<file path="src/design/prgtv_pkg.sv">
`timescale 1ns / 1ps

package prgtv_pkg;

   localparam int CSR_DATA_W = 64;
   localparam int CSR_ADDR_W = 6;
   localparam int REG_IDX_W  = 3;

   localparam int RANGE_W = 47;
   localparam int INV_W   = 24;
   localparam int ROW_W   = 48;
   localparam int SHIFT_W = 24;
   localparam int ROT_W   = 16;
   localparam int NRM_W   = 16;
   localparam int WGT_W   = 16;

   typedef enum logic [REG_IDX_W-1:0] {
      REG_MIN_RANGE_SQ,
      REG_MAX_RANGE_SQ,
      REG_INV_VOXEL_SIZE,
      REG_ROT_ROW_A,
      REG_ROT_ROW_B,
      REG_ROT_ROW_C,
      REG_SHIFT_XY,
      REG_SHIFT_Z
   } reg_idx_type;

   typedef struct packed {
      logic [RANGE_W-1:0]         min_range_sq;
      logic [RANGE_W-1:0]         max_range_sq;
      logic [INV_W-1:0]           inv_voxel_size;
      logic [2:0][ROW_W-1:0]      rot_rows;
      logic [ROW_W-1:0]           shift_xy;
      logic [SHIFT_W-1:0]         shift_z;
   } cfg_type;

   localparam logic [RANGE_W-1:0] RST_MIN_RANGE_SQ = '0;
   localparam logic [RANGE_W-1:0] RST_MAX_RANGE_SQ = '1;
   localparam logic [INV_W-1:0]   RST_INV_VOXEL    = 24'd655360;
   localparam logic [ROW_W-1:0]   RST_ROT_ROW_A    = 48'h0000_0000_4000;
   localparam logic [ROW_W-1:0]   RST_ROT_ROW_B    = 48'h0000_4000_0000;
   localparam logic [ROW_W-1:0]   RST_ROT_ROW_C    = 48'h4000_0000_0000;
   localparam logic [ROW_W-1:0]   RST_SHIFT_XY     = '0;
   localparam logic [SHIFT_W-1:0] RST_SHIFT_Z      = '0;

endpackage

</file>
<file path="src/design/prgtv_voxel.sv">
`timescale 1ns / 1ps

module prgtv_voxel
   import prgtv_pkg::*;
#(
   parameter int COORD_BITS = 24
) (
   input  logic                         clock,
   input  logic                         reset,
   input  logic [INV_W-1:0]             inv_voxel_size,
   input  logic                         in_valid,
   output logic                         in_ready,
   input  logic                         in_keep,
   input  logic signed [COORD_BITS-1:0] in_g [3],
   input  logic signed [NRM_W-1:0]      in_gn [3],
   input  logic [WGT_W-1:0]             in_weight,
   input  logic                         in_last,
   output logic                         out_valid,
   input  logic                         out_ready,
   output logic                         out_keep,
   output logic signed [COORD_BITS-1:0] out_key [3],
   output logic signed [COORD_BITS-1:0] out_g [3],
   output logic signed [NRM_W-1:0]      out_gn [3],
   output logic [WGT_W-1:0]             out_weight,
   output logic                         out_last
);

   localparam int KP_W = COORD_BITS + INV_W + 1;

   localparam logic signed [KP_W-1:0] K_HI = {{(KP_W-COORD_BITS+1){1'b0}},
                                              {(COORD_BITS-1){1'b1}}};
   localparam logic signed [KP_W-1:0] K_LO = {{(KP_W-COORD_BITS+1){1'b1}},
                                              {(COORD_BITS-1){1'b0}}};

   logic load4, load5;
   logic v4_ff, v5_ff;

   // stage 4: scale by reciprocal
   logic signed [KP_W-1:0]       kp_ff [3];
   logic signed [KP_W-1:0]       kp_in [3];
   logic                         keep4_ff;
   logic signed [COORD_BITS-1:0] g4_ff [3];
   logic signed [NRM_W-1:0]      gn4_ff [3];
   logic [WGT_W-1:0]             w4_ff;
   logic                         l4_ff;

   // stage 5: floor, saturate, output register
   logic signed [COORD_BITS-1:0] key_ff [3];
   logic signed [COORD_BITS-1:0] key_in [3];
   logic                         keep5_ff;
   logic signed [COORD_BITS-1:0] g5_ff [3];
   logic signed [NRM_W-1:0]      gn5_ff [3];
   logic [WGT_W-1:0]             w5_ff;
   logic                         l5_ff;

   assign load5    = !v5_ff || out_ready;
   assign load4    = !v4_ff || load5;
   assign in_ready = load4;

   always_comb begin
      for (int i = 0; i < 3; i++) begin
         kp_in[i] = KP_W'(in_g[i]) * KP_W'($signed({1'b0, inv_voxel_size}));
      end
   end

   always_comb begin
      logic signed [KP_W-1:0] ks;
      for (int i = 0; i < 3; i++) begin
         ks = kp_ff[i] >>> INV_W;
         priority if (ks > K_HI) begin
            key_in[i] = K_HI[COORD_BITS-1:0];
         end else if (ks < K_LO) begin
            key_in[i] = K_LO[COORD_BITS-1:0];
         end else begin
            key_in[i] = ks[COORD_BITS-1:0];
         end
      end
   end

   always_ff @(posedge clock) begin
      if (reset) begin
         v4_ff <= 1'b0;
         v5_ff <= 1'b0;
      end else begin
         if (load4) begin
            v4_ff <= in_valid;
         end
         if (load5) begin
            v5_ff <= v4_ff;
         end
      end
   end

   always_ff @(posedge clock) begin
      if (load4) begin
         kp_ff    <= kp_in;
         keep4_ff <= in_keep;
         g4_ff    <= in_g;
         gn4_ff   <= in_gn;
         w4_ff    <= in_weight;
         l4_ff    <= in_last;
      end
      if (load5) begin
         key_ff   <= key_in;
         keep5_ff <= keep4_ff;
         g5_ff    <= g4_ff;
         gn5_ff   <= gn4_ff;
         w5_ff    <= w4_ff;
         l5_ff    <= l4_ff;
      end
   end

   assign out_valid  = v5_ff;
   assign out_keep   = keep5_ff;
   assign out_key    = key_ff;
   assign out_g      = g5_ff;
   assign out_gn     = gn5_ff;
   assign out_weight = w5_ff;
   assign out_last   = l5_ff;

endmodule

</file>
<file path="config.mk">
export PLATFORM = sky130hd
export DESIGN_NAME = prgtv_voxel
export DESIGN_NICKNAME = d
export VERILOG_FILES = /design/src/design/prgtv_pkg.sv /design/src/design/prgtv_voxel.sv
export SDC_FILE = /design/constraint.sdc
export NUM_CORES = 2
export LEC_CHECK = 0
export BUFFER_PORTS_ARGS = -buffer_cell sky130_fd_sc_hd__buf_2
export CAP_MARGIN = 15
export CORE_MARGIN = 3
export CORE_UTILIZATION = 50
export DETAILED_ROUTE_END_ITERATION = 16
export PLACE_DENSITY_LB_ADDON = 0.3
export REMOVE_ABC_BUFFERS = 1
export SYNTH_ARGS = -nofsm -noshare
export SYNTH_HDL_FRONTEND = slang
export SYNTH_SLANG_ARGS = --single-unit
export TNS_END_PERCENT = 5
</file>
<file path="constraint.sdc">
create_clock -name clock -period 7.21 [get_ports clock]
set_clock_uncertainty 0.05 [all_clocks]
set_input_delay 1.0815 -clock clock [delete_from_list [all_inputs] [get_ports clock]]
set_output_delay 1.0815 -clock clock [all_outputs]
set_load 0.1 [all_outputs]
</file>
==> parameters.txt <==
Parameter                              Value

Setup path
  Element type at the critical path start ... primary input
  Worst EP arrival ... between 7 and 8 ns
  Biggest fanout along the worst timing path ... 11
  Crit path kind ... primary input to flop
  Data required time at the worst endpoint ... ~7.5 ns
  Critical Path End Type ... flop

CTS
  H-tree level count ... 2
  Count of clock tree sinks ... approximately 430
  Number of buffers added by the clock tree synthesis step ... between 40 and 50
  Clock slew at the register clock pins of the worst setup and hold paths ... about 0.080 ns
  Cell at the root of the clock tree ... sky130_fd_sc_hd__clkbuf_16
  Worst-skew pair later-pin latency ... about 0.65 ns
  Clock tree from TritonCTS ... yes
  Hold_buf cts ... 0
  Largest buffer count on any clock path ... 3

Detailed routing
  Via density per instance ... 5.15
  Initial drt markers ... about 2.8k
  Number of vias in the routed layout ... roughly 49k
  Final Routed Wirelength ... between 150000 and 200000 um
  Antenna-violating nets left ... 0
  Post-route DRC ... 0
  Post-DR wirelength/cell ... roughly 19 um
  First-pass detailed-route iteration total ... 7

Die
  Placeable core region ... 0.138 mm^2
  Site Rows ... approximately 140
  Horizontal die dimension ... around 380 um
  Die Area ... roughly 0.14 mm^2
  # IOs ... between 300 and 400
  Effective utilization at floorplan ... 0.505
  DIE HEIGHT ... roughly 380 um

STA
  RSZ-0062 raised after global routing ... true
  Final critical-path required period ... 7.34 ns
  Period Utilization, post-route ... 1.02
  Worst slew margin relative to its limit ... 0.309
  Post-Route Hold Slack ... approximately 0.34 ns
  Worst setup margin ... -0.131 ns
  Max-slew violations ... 0
  Worst Tran Pin Value ... approximately 1.0 ns
  Number of endpoints failing setup at the final stage ... 20
  Number of hold violations in the final report ... 0
  Fmax ... 0.136 GHz

Synth
  Area fraction in and, or, nand and nor cells after synthesis ... 0.148
  Number of cells produced by synthesis ... 6949
  Synth async-reset ratio ... 0
  Fraction of synthesized area in multiplexers ... 0.000144
  Area fraction in compound gates after synthesis ... 0.0322
  Largest family of logic cells by synthesized area ... adder cells
  Cell variety after synth ... between 60 and 70
  Cell area after synthesis ... between 0.06 and 0.07 mm^2
  Dominant synthesized flop cell ... sky130_fd_sc_hd__edfxtp_1
  Post-synthesis xor/xnor area fraction ... 0.0104
  Flop and latch count out of synthesis ... 425
  Number of enable flip-flop cells after synthesis ... ~420
  Area share of fa/ha/maj cells after synthesis ... 0.521
  Ys Warns ... 0
  Per-instance average area after synthesis ... approximately 10 um^2
  Seq/Total Area, Yosys ... 0.183

Run status
  Result of the run ... finished, violations left
  Violations in the final reports ... setup timing

Placement
  DP Wirelength ... approximately 150000 um
  Final weighted congestion in routability-driven placement ... roughly 0.9
  Dpl ws ... -1.36 ns
  Count of buffers from port buffering ... 377

Job
  # Max-Cap Violations ... 0

Cells and area
  Fillers ... 11.6k
  Area growth syn-to-layout ... 16.0%
  Layout cells sized above 1 ... 0.158
  Number of nets in the layout ... 9891
  Final core utilization ... 0.586

Min path
  Type of the most critical hold path ... flop to flop

Global route
  Largest net degree at the start of global routing ... 117
  Wire length of the first global-routing pass ... 295000 um
  Number of global-route vias before repair ... about 54k
  Number of antenna violations at the first check in global routing ... 7
  Remaining Overflow, GRT ... 0
  Total global routing track utilization ... 0.264
## through the flow
stage               setup TNS, ns  area (um^2)  instances
floorplan                   -1.70        68300       6585
global placement           -42.23        78400       9487
detailed placement         -45.84        78400       9487
CTS                        -0.605        80200       9575
global route                -7.76        80800       9588
finish                     -0.883        80800       9592
## placed cells by master (no fill, tap or decap), drive strengths merged, types with 5 or more instances in the layout
master  count
nand2b     48
bufinv      5
nand3      22
a21o       42
nor3        9
edfxtp    423
xnor2      57
nor2      112
nor4        9
o21a        5
clkbuf     60
a211oi     14
a31oi      10
xor2       26
clkinv     18
o211ai     12
and3       10
nand4      20
nor2b      46
o21bai     15
o21ai     121
fa       1443
nand2     971
inv      1605
buf      1046
ha        594
and2      816
a21oi     109
## cell type report
cell class / instances / area (um^2) / area share
Clock inverter: 34 / 382 / 0.00472
Multi-Input combinational cell: 4562 / 50100 / 0.620
Antenna cell: 4 / 10.0 / 0.000124
Timing Repair Buffer: 1052 / 8020 / 0.0993
Sequential cell: 425 / 12700 / 0.158
Tap cell: 1863 / 2330 / 0.0288
Clock buffer: 54 / 1240 / 0.0154
Inverter: 1598 / 6010 / 0.0743
## sequential cells by signal (all words and copies together) (netlist names)
register / cells
out_weight: 16
v4_ff: 1
w4_ff: 16
gn4_ff: 48
kp_ff: 75
keep4_ff: 1
out_keep: 1
out_gn: 48
out_g: 72
g4_ff: 72
out_last: 1
out_valid: 1
l4_ff: 1
out_key: 72
## kinds of logic after synthesis
| group | Yosys count |
|---|---|
| flip-flops | 425 |
| multiplexers | 1 |
| XOR/XNOR | 83 |
| adder cells (fa/ha/maj) | 2037 |
| AO/OA/AOI/OAI | 364 |
| buffers and inverters | 1962 |
| AND/OR/NAND/NOR | 2077 |
## synth_stat cells, types with 3 or more instances
master	n	share of area
sky130_fd_sc_hd__inv_1	1598	0.086
sky130_fd_sc_hd__nand4b_1	4	0.00050
sky130_fd_sc_hd__o2111ai_1	4	0.00050
sky130_fd_sc_hd__and3_1	10	0.00090
sky130_fd_sc_hd__ha_1	594	0.11
sky130_fd_sc_hd__o21bai_1	12	0.0013
sky130_fd_sc_hd__a21oi_1	108	0.0078
sky130_fd_sc_hd__o21ai_1	10	0.00072
sky130_fd_sc_hd__nor3_1	9	0.00065
sky130_fd_sc_hd__nor2b_1	46	0.0041
sky130_fd_sc_hd__a31oi_1	10	0.00090
sky130_fd_sc_hd__edfxtp_1	423	0.18
sky130_fd_sc_hd__nand4_1	19	0.0017
sky130_fd_sc_hd__o21a_1	5	0.00054
sky130_fd_sc_hd__a211oi_1	12	0.0013
sky130_fd_sc_hd__a311oi_1	3	0.00038
sky130_fd_sc_hd__fa_1	1443	0.41
sky130_fd_sc_hd__o211ai_1	12	0.0013
sky130_fd_sc_hd__nor4_1	9	0.00081
sky130_fd_sc_hd__o21ai_0	111	0.0080
sky130_fd_sc_hd__xor2_1	26	0.0033
sky130_fd_sc_hd__nand2_1	971	0.052
sky130_fd_sc_hd__buf_1	3	0.00016
sky130_fd_sc_hd__and2_1	816	0.073
sky130_fd_sc_hd__nand3_1	22	0.0016
sky130_fd_sc_hd__xnor2_1	57	0.0072
sky130_fd_sc_hd__a21o_1	41	0.0044
sky130_fd_sc_hd__o21bai_2	3	0.00048
sky130_fd_sc_hd__buf_2	3	0.00022
sky130_fd_sc_hd__clkbuf_1	358	0.019
sky130_fd_sc_hd__nand2b_1	48	0.0043
sky130_fd_sc_hd__nor2_1	112	0.0060
## worst max-delay path: stages
cell                        delay [ns]
sky130_fd_sc_hd__buf_2            0.10
sky130_fd_sc_hd__buf_12           0.16
sky130_fd_sc_hd__buf_12           0.16
sky130_fd_sc_hd__buf_4            0.13
sky130_fd_sc_hd__nand2_1          0.07
sky130_fd_sc_hd__fa_1             0.49
sky130_fd_sc_hd__fa_1             0.56
sky130_fd_sc_hd__inv_1            0.06
sky130_fd_sc_hd__fa_1             0.50
sky130_fd_sc_hd__fa_1             0.58
sky130_fd_sc_hd__fa_1             0.44
sky130_fd_sc_hd__fa_1             0.57
sky130_fd_sc_hd__inv_1            0.07
sky130_fd_sc_hd__fa_1             0.48
sky130_fd_sc_hd__inv_1            0.04
sky130_fd_sc_hd__ha_1             0.27
sky130_fd_sc_hd__and2_1           0.16
sky130_fd_sc_hd__a221oi_1         0.28
sky130_fd_sc_hd__o21ai_1          0.14
sky130_fd_sc_hd__a31o_2           0.27
sky130_fd_sc_hd__a21oi_1          0.19
sky130_fd_sc_hd__o2111ai_2        0.20
sky130_fd_sc_hd__a221oi_2         0.32
sky130_fd_sc_hd__o21ai_1          0.14
sky130_fd_sc_hd__xor2_1           0.16
## timing repair
action                     4_1_cts  5_1_grt
setup endpoints to repair       33       48
setup buffers                    0       11
gates cloned                     0        2
pin swaps                       13       53
resized for setup               43       87
## final timing paths
kind	startpoint	endpoint	slack, ns	cells past startpoint
max	inv_voxel_size[14]	kp_ff[92]	-0.13	25
min	g4_ff[21]	out_g[21]	0.34	0
max reg2reg	out_valid	kp_ff[73]	3.97	4
min reg2reg	g4_ff[21]	out_g[21]	0.34	0
## metal layers
metal,up-vias,part of all wire,track usage
met4,2,0.033,0.0818
li1,22100,-,-
met2,1716,0.48,0.444
met5,-,0.000092,0
met3,317,0.072,0.0415
met1,25200,0.41,0.352
Power is left out: the tool's default activity adds up to more than one toggle a clock period on the data nets, which glitch-free logic cannot reach.
