File: config.mk
export PLATFORM = sky130hd
export DESIGN_NAME = prgtv_csr
export DESIGN_NICKNAME = d
export VERILOG_FILES = /design/src/design/prgtv_pkg.sv /design/src/design/prgtv_csr.sv
export SDC_FILE = /design/constraint.sdc
export NUM_CORES = 1
export LEC_CHECK = 0
export ABC_AREA = 0
export BUFFER_PORTS_ARGS = -buffer_cell sky130_fd_sc_hd__buf_2
export CELL_PAD_IN_SITES_DETAIL_PLACEMENT = 0
export CELL_PAD_IN_SITES_GLOBAL_PLACEMENT = 1
export CORE_MARGIN = 4
export CORE_UTILIZATION = 39
export CTS_CLUSTER_SIZE = 25
export DETAILED_ROUTE_END_ITERATION = 12
export PLACE_DENSITY_LB_ADDON = 0.12
export SLEW_MARGIN = 20
export SYNTH_ARGS = -nofsm -noshare
export SYNTH_HDL_FRONTEND = slang
export SYNTH_SLANG_ARGS = --single-unit
export TNS_END_PERCENT = 100
File: constraint.sdc
create_clock -name clock -period 1.7 [get_ports clock]
set_input_delay 0.085 -clock clock [delete_from_list [all_inputs] [get_ports clock]]
set_output_delay 0.085 -clock clock [all_outputs]
set_load 0.1 [all_outputs]
File: src/design/prgtv_pkg.sv
`timescale 1ns / 1ps

package prgtv_pkg;

   localparam int CSR_DATA_W = 64;
   localparam int CSR_ADDR_W = 6;
   localparam int REG_IDX_W  = 3;

   localparam int RANGE_W = 47;
   localparam int INV_W   = 24;
   localparam int ROW_W   = 48;
   localparam int SHIFT_W = 24;
   localparam int ROT_W   = 16;
   localparam int NRM_W   = 16;
   localparam int WGT_W   = 16;

   typedef enum logic [REG_IDX_W-1:0] {
      REG_MIN_RANGE_SQ,
      REG_MAX_RANGE_SQ,
      REG_INV_VOXEL_SIZE,
      REG_ROT_ROW_A,
      REG_ROT_ROW_B,
      REG_ROT_ROW_C,
      REG_SHIFT_XY,
      REG_SHIFT_Z
   } reg_idx_type;

   typedef struct packed {
      logic [RANGE_W-1:0]         min_range_sq;
      logic [RANGE_W-1:0]         max_range_sq;
      logic [INV_W-1:0]           inv_voxel_size;
      logic [2:0][ROW_W-1:0]      rot_rows;
      logic [ROW_W-1:0]           shift_xy;
      logic [SHIFT_W-1:0]         shift_z;
   } cfg_type;

   localparam logic [RANGE_W-1:0] RST_MIN_RANGE_SQ = '0;
   localparam logic [RANGE_W-1:0] RST_MAX_RANGE_SQ = '1;
   localparam logic [INV_W-1:0]   RST_INV_VOXEL    = 24'd655360;
   localparam logic [ROW_W-1:0]   RST_ROT_ROW_A    = 48'h0000_0000_4000;
   localparam logic [ROW_W-1:0]   RST_ROT_ROW_B    = 48'h0000_4000_0000;
   localparam logic [ROW_W-1:0]   RST_ROT_ROW_C    = 48'h4000_0000_0000;
   localparam logic [ROW_W-1:0]   RST_SHIFT_XY     = '0;
   localparam logic [SHIFT_W-1:0] RST_SHIFT_Z      = '0;

endpackage

File: src/design/prgtv_csr.sv
`timescale 1ns / 1ps

module prgtv_csr
   import prgtv_pkg::*;
(
   input  logic                  clock,
   input  logic                  reset,
   input  logic                  csr_psel,
   input  logic                  csr_penable,
   input  logic                  csr_pwrite,
   input  logic [CSR_ADDR_W-1:0] csr_paddr,
   input  logic [CSR_DATA_W-1:0] csr_pwdata,
   output logic [CSR_DATA_W-1:0] csr_prdata,
   output logic                  csr_pready,
   output cfg_type               cfg
);

   cfg_type     cfg_ff;
   cfg_type     cfg_in;
   reg_idx_type idx;
   logic        wr_en;

   assign idx        = reg_idx_type'(csr_paddr[CSR_ADDR_W-1 -: REG_IDX_W]);
   assign csr_pready = 1'b1;
   assign wr_en      = csr_psel && csr_penable && csr_pwrite && csr_pready;
   assign cfg        = cfg_ff;

   always_comb begin
      cfg_in = cfg_ff;
      if (wr_en) begin
         unique case (idx)
            REG_MIN_RANGE_SQ:   cfg_in.min_range_sq   = csr_pwdata[RANGE_W-1:0];
            REG_MAX_RANGE_SQ:   cfg_in.max_range_sq   = csr_pwdata[RANGE_W-1:0];
            REG_INV_VOXEL_SIZE: cfg_in.inv_voxel_size = csr_pwdata[INV_W-1:0];
            REG_ROT_ROW_A:      cfg_in.rot_rows[0]    = csr_pwdata[ROW_W-1:0];
            REG_ROT_ROW_B:      cfg_in.rot_rows[1]    = csr_pwdata[ROW_W-1:0];
            REG_ROT_ROW_C:      cfg_in.rot_rows[2]    = csr_pwdata[ROW_W-1:0];
            REG_SHIFT_XY:       cfg_in.shift_xy       = csr_pwdata[ROW_W-1:0];
            REG_SHIFT_Z:        cfg_in.shift_z        = csr_pwdata[SHIFT_W-1:0];
         endcase
      end
   end

   always_ff @(posedge clock) begin
      if (reset) begin
         cfg_ff.min_range_sq   <= RST_MIN_RANGE_SQ;
         cfg_ff.max_range_sq   <= RST_MAX_RANGE_SQ;
         cfg_ff.inv_voxel_size <= RST_INV_VOXEL;
         cfg_ff.rot_rows[0]    <= RST_ROT_ROW_A;
         cfg_ff.rot_rows[1]    <= RST_ROT_ROW_B;
         cfg_ff.rot_rows[2]    <= RST_ROT_ROW_C;
         cfg_ff.shift_xy       <= RST_SHIFT_XY;
         cfg_ff.shift_z        <= RST_SHIFT_Z;
      end else begin
         cfg_ff <= cfg_in;
      end
   end

   always_comb begin
      unique case (idx)
         REG_MIN_RANGE_SQ:   csr_prdata = CSR_DATA_W'(cfg_ff.min_range_sq);
         REG_MAX_RANGE_SQ:   csr_prdata = CSR_DATA_W'(cfg_ff.max_range_sq);
         REG_INV_VOXEL_SIZE: csr_prdata = CSR_DATA_W'(cfg_ff.inv_voxel_size);
         REG_ROT_ROW_A:      csr_prdata = CSR_DATA_W'(cfg_ff.rot_rows[0]);
         REG_ROT_ROW_B:      csr_prdata = CSR_DATA_W'(cfg_ff.rot_rows[1]);
         REG_ROT_ROW_C:      csr_prdata = CSR_DATA_W'(cfg_ff.rot_rows[2]);
         REG_SHIFT_XY:       csr_prdata = CSR_DATA_W'(cfg_ff.shift_xy);
         REG_SHIFT_Z:        csr_prdata = CSR_DATA_W'(cfg_ff.shift_z);
      endcase
   end

endmodule

==> impl_metrics.toml, run 1 <==
[routing]
dr.pass1.iters = 6
final_antenna_net_count = 0
vias = 16100
drtIter0Drc = 1305
post_drt_wl_per_cell_um = 23.4
drt_wl_total_um = 67500
via_per_inst = 5.56
route.detailed.drc = 0

[sta]
setup_viol = 24
grt_setup_unrepaired = "true"
tightest_slew_ns = 0.650
hold_violations = 0
slew_violations = 0
period_needed_ns = 1.92
slew_headroom_pct = 56.7
fmax_ghz = 0.520
finalWorstSetupSlack_ns = -0.225
hold_slack_ns = 0.221
finalClockSkew_ns = 0
fin_crit_sh_pct = 113

[power]
power.density_nw_per_um2 = 811
p_leak_nw = 10.4
p_total_mw = 19.5
peakVddDrop_uv = 522

[placement]
place_congestion = 0.835
pre_cts_slack_ns = -0.236
numPortBuffers = 437
place_hpwl_um = 45600

[run_status]
outcome = "finished, violations left"
violations = "negative setup slack"

[logic_synthesis]
async_reset_ff_share_pct = 0
syn-instance-count = 1821
synth_ff_type = "dfxtp_1"
ys_seq_area_share_pct = 41.3
syn_area_per_cell_um2 = 8.89
synth_edf_count = 0
synth-seq-cells = 334
synth_area_um2 = 16200
yosys_warnings = 0
synth_cell_type_count = 44

[worst_setup_path]
path_class = "reg -> out"
cp.required_ns = 1.62
arrival_ns = 1.84
critPathCaptureType = "output pin"
crit_path_max_fanout = 2
start_kind = "flip-flop"

[clocking]
cts_buffers = 38
numClockSinks = 334
clkSlewWorstSetupHoldPaths_ns = 0.06
worstSkewPairLatency_ns = 0.54
htreeDepth = 2
clk_path_buf_depth = 3
cts_tree = "done"
clockRootBuffer = "clkbuf_16"

[global_route]
antenna_found_initial = 1
grt_max_degree = 59
grt_pass1_vias = 15700
grtUsageTotal_pct = 28.5
overflow = 0
grt_pass1_wl_um = 99000

[finish]
fin_nets = 2401
fill_cells = 3544
drive_gt1_share_pct = 48.2
final_util_pct = 58.8
num_antenna_cells = 0
areaGrowthSynthToFinish_pct = 48.6
multiInputGateArea_um2 = 9850
seq_area_um2 = 7200
largest_reg_flops = 334

[floorplanning]
start_util_pct = 39.6
fp.dieW_um = 212
io_pins = 474
rows = 74
die_area_um2 = 44900
die_h_um = 212
core_area_um2 = 40900

[hold_path]
hp-class = "in -> reg"

[run]
maxCapViolCount = 0
## critical path, cell delays in order, from the launching register on
cell	delay (ns)
dfxtp_2	0.32
mux2_2	0.26
a32o_1	0.21
o32a_4	0.33
buf_12	0.17
## where the power goes
group | switching, mW | total, mW | leakage, nW | internal (mW)
clock network | 3.37 | 7.97 | 0.576 | 4.60
registers | 0.0533 | 7.89 | 2.82 | 7.83
logic | 2.51 | 3.66 | 6.96 | 1.15
## cell usage in the layout (no fill, tap or decap), types with 40 or more instances in the layout
cell type / instances
a21oi_1: 137
buf_12: 88
buf_2: 385
buf_4: 118
clkbuf_16: 40
dfxtp_2: 288
dfxtp_4: 40
dlygate4sd3_1: 49
mux2i_1: 231
nand2b_1: 236
nand3_1: 118
nor2_1: 132
o21ai_0: 118
## stage by stage
step	instances	cell area (um^2)	setup TNS [ns]
4_1_cts	2870	23700	-2.17
5_1_grt	2885	24100	-2.71
3_5_place_dp	2701	21100	-7.06
3_3_place_gp	2701	21100	-5.81
6_report	2885	24100	-1.41
2_1_floorplan	1836	17400	-0.156
## path summary, 6_finish.rpt
path | from | cells after the start | slack [ns] | to
max | cfg[84]$_SDFFE_PP0P_ | 4 | -0.22 | csr_prdata[12]
min | csr_penable | 5 | 0.22 | cfg[11]$_SDFFE_PP0P_
max reg2reg | cfg[2]$_SDFFE_PP0P_ | 3 | 0.91 | cfg[2]$_SDFFE_PP0P_
min reg2reg | cfg[310]$_SDFFE_PP0P_ | 2 | 0.48 | cfg[310]$_SDFFE_PP0P_
## cell type report
class                           count  share of cell area, %
Sequential cell                   334                   29.9
Tap cell                          532                   2.76
Clock inverter                     10                  0.333
Timing Repair Buffer              647                   21.5
Clock buffer                       57                   4.54
Multi-Input combinational cell   1300                   40.9
Inverter                            5                 0.0780
## Yosys cell counts (5+ instances only)
cell	number	share of area [%]
mux2_2	20	1.4
inv_1	5	0.12
o22a_1	6	0.32
dfxtp_1	334	41
nor3b_1	19	0.88
nor2b_1	26	1.0
o21ai_0	118	3.6
clkbuf_1	96	2.2
nand2b_1	239	9.2
a21oi_1	137	4.2
nand3_1	118	3.6
buf_1	7	0.16
a2bb2oi_1	5	0.27
a31oi_1	57	2.2
buf_6	15	1.0
nor2_1	147	3.4
a21o_1	19	0.88
a22oi_1	19	0.88
buf_4	31	1.4
a32oi_1	38	2.1
buf_2	48	1.5
mux2i_1	233	14
nand2_1	8	0.19
nand3b_1	38	1.8
## layer usage
metal	track usage [%]	vias to the layer above	routed length, um
met4	11.0	2	2310
met2	44.9	626	31300
met5	0	-	13
met3	5.23	120	4470
li1	-	7416	-
met1	39.0	7889	29400
## cell families (layout without fill, tap and decap cells)
kind of cell | after synthesis | in the layout | share of synthesized area [%]
other | 2 | 17 | 0.0464
and+or+nand+nor | 610 | 610 | 20.8
buffers and inverters | 202 | 719 | 6.47
DFF | 334 | 334 | 41.3
muxes | 253 | 253 | 15.8
AOI/OAI and AO/OA | 420 | 420 | 15.6
## timing repair
action                                  CTS  global route
hold buffers                             49             0
endpoints found under the setup margin   45            46
gates resized for setup                  73            49
buffers inserted                         53            14
endpoints found under the hold margin   332             0
pin swaps                                58            41
cloned                                    0             1
Note: power is estimated with default switching activity, not from simulation.
==> inputs of run 2 (changes only) <==
--- a/config.mk
+++ b/config.mk
@@ -9,9 +9,8 @@
 export BUFFER_PORTS_ARGS = -buffer_cell sky130_fd_sc_hd__buf_2
 export CELL_PAD_IN_SITES_DETAIL_PLACEMENT = 0
 export CELL_PAD_IN_SITES_GLOBAL_PLACEMENT = 1
-export CORE_MARGIN = 4
+export CORE_MARGIN = 2
 export CORE_UTILIZATION = 39
-export CTS_CLUSTER_SIZE = 25
 export DETAILED_ROUTE_END_ITERATION = 12
 export PLACE_DENSITY_LB_ADDON = 0.12
 export SLEW_MARGIN = 20
==> run 2 against run 1 <==
  * The run still ends with negative setup slack left
  * Critical path depth is the same
  * Via count is 1.0% lower
  * Largest power group unchanged
  * Maximum frequency fell by 1.5%
==> impl_metrics.toml, run 2 (synthesis results as in run 1) <==
[finish]
drive_gt1_share_pct = 46.4
stdcell_area_um2 = 23700
fin_nets = 2377
largest_reg_flops = 334
areaGrowthSynthToFinish_pct = 46.6
final_common_cell = "buf_2"
final_cell_mix = "buf_2 (385), dfxtp_2 (285), nand2b_1 (237)"
fill_cells = 3655

[power]
peakVddDrop_uv = 560
p_leak_nw = 10.2
p_sw_mw = 5.88
p_int_mw = 14.0
p_sw_share_pct = 29.6
combPwrFrac_pct = 18.1
pwr-share-clk_pct = 42.2
power.density_nw_per_um2 = 836
power_frac_seq_pct = 39.7

[placement]
place_congestion = 0.823
place_area_um2 = 21100
numPortBuffers = 437
pre_cts_slack_ns = -0.215
place_hpwl_um = 44600

[global_route]
antenna_found_initial = 3
grt_pass1_vias = 15300
grt_max_degree = 89
overflow = 0
grt_pass1_wl_um = 96600
grtUsageTotal_pct = 28.7

[run_status]
violations = "negative setup slack"
outcome = "finished, violations left"

[routing]
dr.pass1.iters = 5
vias = 15900
drt_wl_total_um = 65100
drtIter0Drc = 1156
route.detailed.drc = 0
via_per_inst = 5.55
post_drt_wl_per_cell_um = 22.7
final_antenna_net_count = 0

[clocking]
htreeDepth = 2
clkSlewWorstSetupHoldPaths_ns = 0.06
cts_buffers = 39
clk_path_buf_depth = 3
cts_tree = "done"
clockRootBuffer = "clkbuf_16"
worstSkewPairLatency_ns = 0.54
numClockSinks = 334

[worst_setup_path]
start_kind = "flip-flop"
cpMaxStageDelayCell = "dfxtp_2"
path_class = "reg -> out"
r2r_cells = 3
critPathCaptureType = "output pin"
cp.required_ns = 1.62
crit_path_max_fanout = 3
timing.critical_path.cells = "mux2_2 -> a32o_1 -> o32a_4 -> buf_12"
max_stage_delay_ns = 0.33
arrival_ns = 1.87

[sta]
period_needed_ns = 1.95
slew_headroom_pct = 51.4
tightest_slew_ns = 0.728
finalWorstSetupSlack_ns = -0.254
slew_violations = 0
fmax_ghz = 0.512
grt_setup_unrepaired = "true"
hold_violations = 0
setup_viol = 33
fin_crit_sh_pct = 115
finalClockSkew_ns = 0

[hold_path]
hold_path_depth = 5
hp-class = "in -> reg"

[run]
maxCapViolCount = 0

[floorplanning]
die_area_um2 = 43200
core_area_um2 = 40900
die_h_um = 208
fp.dieW_um = 208
io_pins = 474
rows = 74
start_util_pct = 39.6
[run 2: cell types whose count changed in the layout (fill, tap and decap cells not counted), moves of 4 or more]
cell and delta:
nor2b_4 -5, a32oi_1 +10, a32oi_2 -5, nor2b_2 -6, buf_4 -18, a32oi_4 -5
buf_12 -4, nor2_1 +13, nor2b_1 +11, nor2_2 -13
[run 2: final timing paths]
path                               from                    end  slack (ns)
setup / recovery   cfg[84]$_SDFFE_PP0P_         csr_prdata[12]       -0.25
hold / removal               csr_pwrite  cfg[240]$_SDFFE_PP1P_        0.16
setup reg to reg   cfg[17]$_SDFFE_PP0P_   cfg[17]$_SDFFE_PP0P_        0.92
hold reg to reg   cfg[302]$_SDFFE_PP0P_  cfg[302]$_SDFFE_PP0P_        0.48
[run 2: metrics by stage]
step | utilization (%) | power (mW) | TNS (ns) | hold WS (ns) | std cells
final | 58.0 | 19.8 | -1.70 | 0.164 | 2864
after global routing | 58.0 | 20.4 | -3.57 | 0.175 | 2864
after global placement | 51.6 | 11.4 | -4.79 | 0.365 | 2702
after CTS | 57.6 | 20.0 | -2.09 | 0.139 | 2860
after floorplan | - | 10.4 | -0.156 | 0.222 | 1836
after detailed placement | 51.6 | 11.5 | -5.99 | 0.369 | 2702
[run 2: final cells by class]
| type | instances | area [um^2] | share of cell area (%) |
|---|---|---|---|
| clock inverter | 13 | 151 | 0.638 |
| tap | 532 | 666 | 2.80 |
| timing repair buffer | 622 | 4920 | 20.7 |
| clock buffer | 57 | 1110 | 4.69 |
| sequential | 334 | 7200 | 30.3 |
| antenna | 1 | 2.50 | 0.0105 |
| multi-input combinational | 1300 | 9670 | 40.7 |
| inverter | 5 | 18.8 | 0.0790 |
[run 2: metal layers]
metal / track usage [%] / vias to the layer above / wire length [um]
li1: - / 7365 / -
met1: 38.8 / 7860 / 28700
met2: 46.2 / 554 / 30100
met3: 5.17 / 106 / 4220
met4: 9.64 / 4 / 2070
met5: 0 / - / 24
[run 2: critical path, delay by kind of cell (launching register included)]
| kind | cells | cell delay (ns) |
|---|---|---|
| AO/OA/AOI/OAI | 2 | 0.56 |
| buffers and inverters | 1 | 0.17 |
| flip-flops | 1 | 0.33 |
| multiplexers | 1 | 0.25 |
[run 2: repair_timing]
item	in CTS	in global routing
cloned	1	0
gates resized for setup	55	25
pin swaps	46	10
endpoints found under the setup margin	43	47
hold endpoints to repair	334	0
setup buffers	38	3
hold buffers	49	0
[run 2: power groups by stage]
| stage | Combinational [mW] | Clock [mW] | Sequential [mW] |
|---|---|---|---|
| after floorplan | 1.90 | 0 | 8.47 |
| after global placement | 3.39 | 0 | 8.06 |
| after detailed placement | 3.41 | 0 | 8.06 |
| after CTS | 3.57 | 8.50 | 7.89 |
| after global routing | 3.72 | 8.82 | 7.89 |
| final | 3.59 | 8.37 | 7.88 |
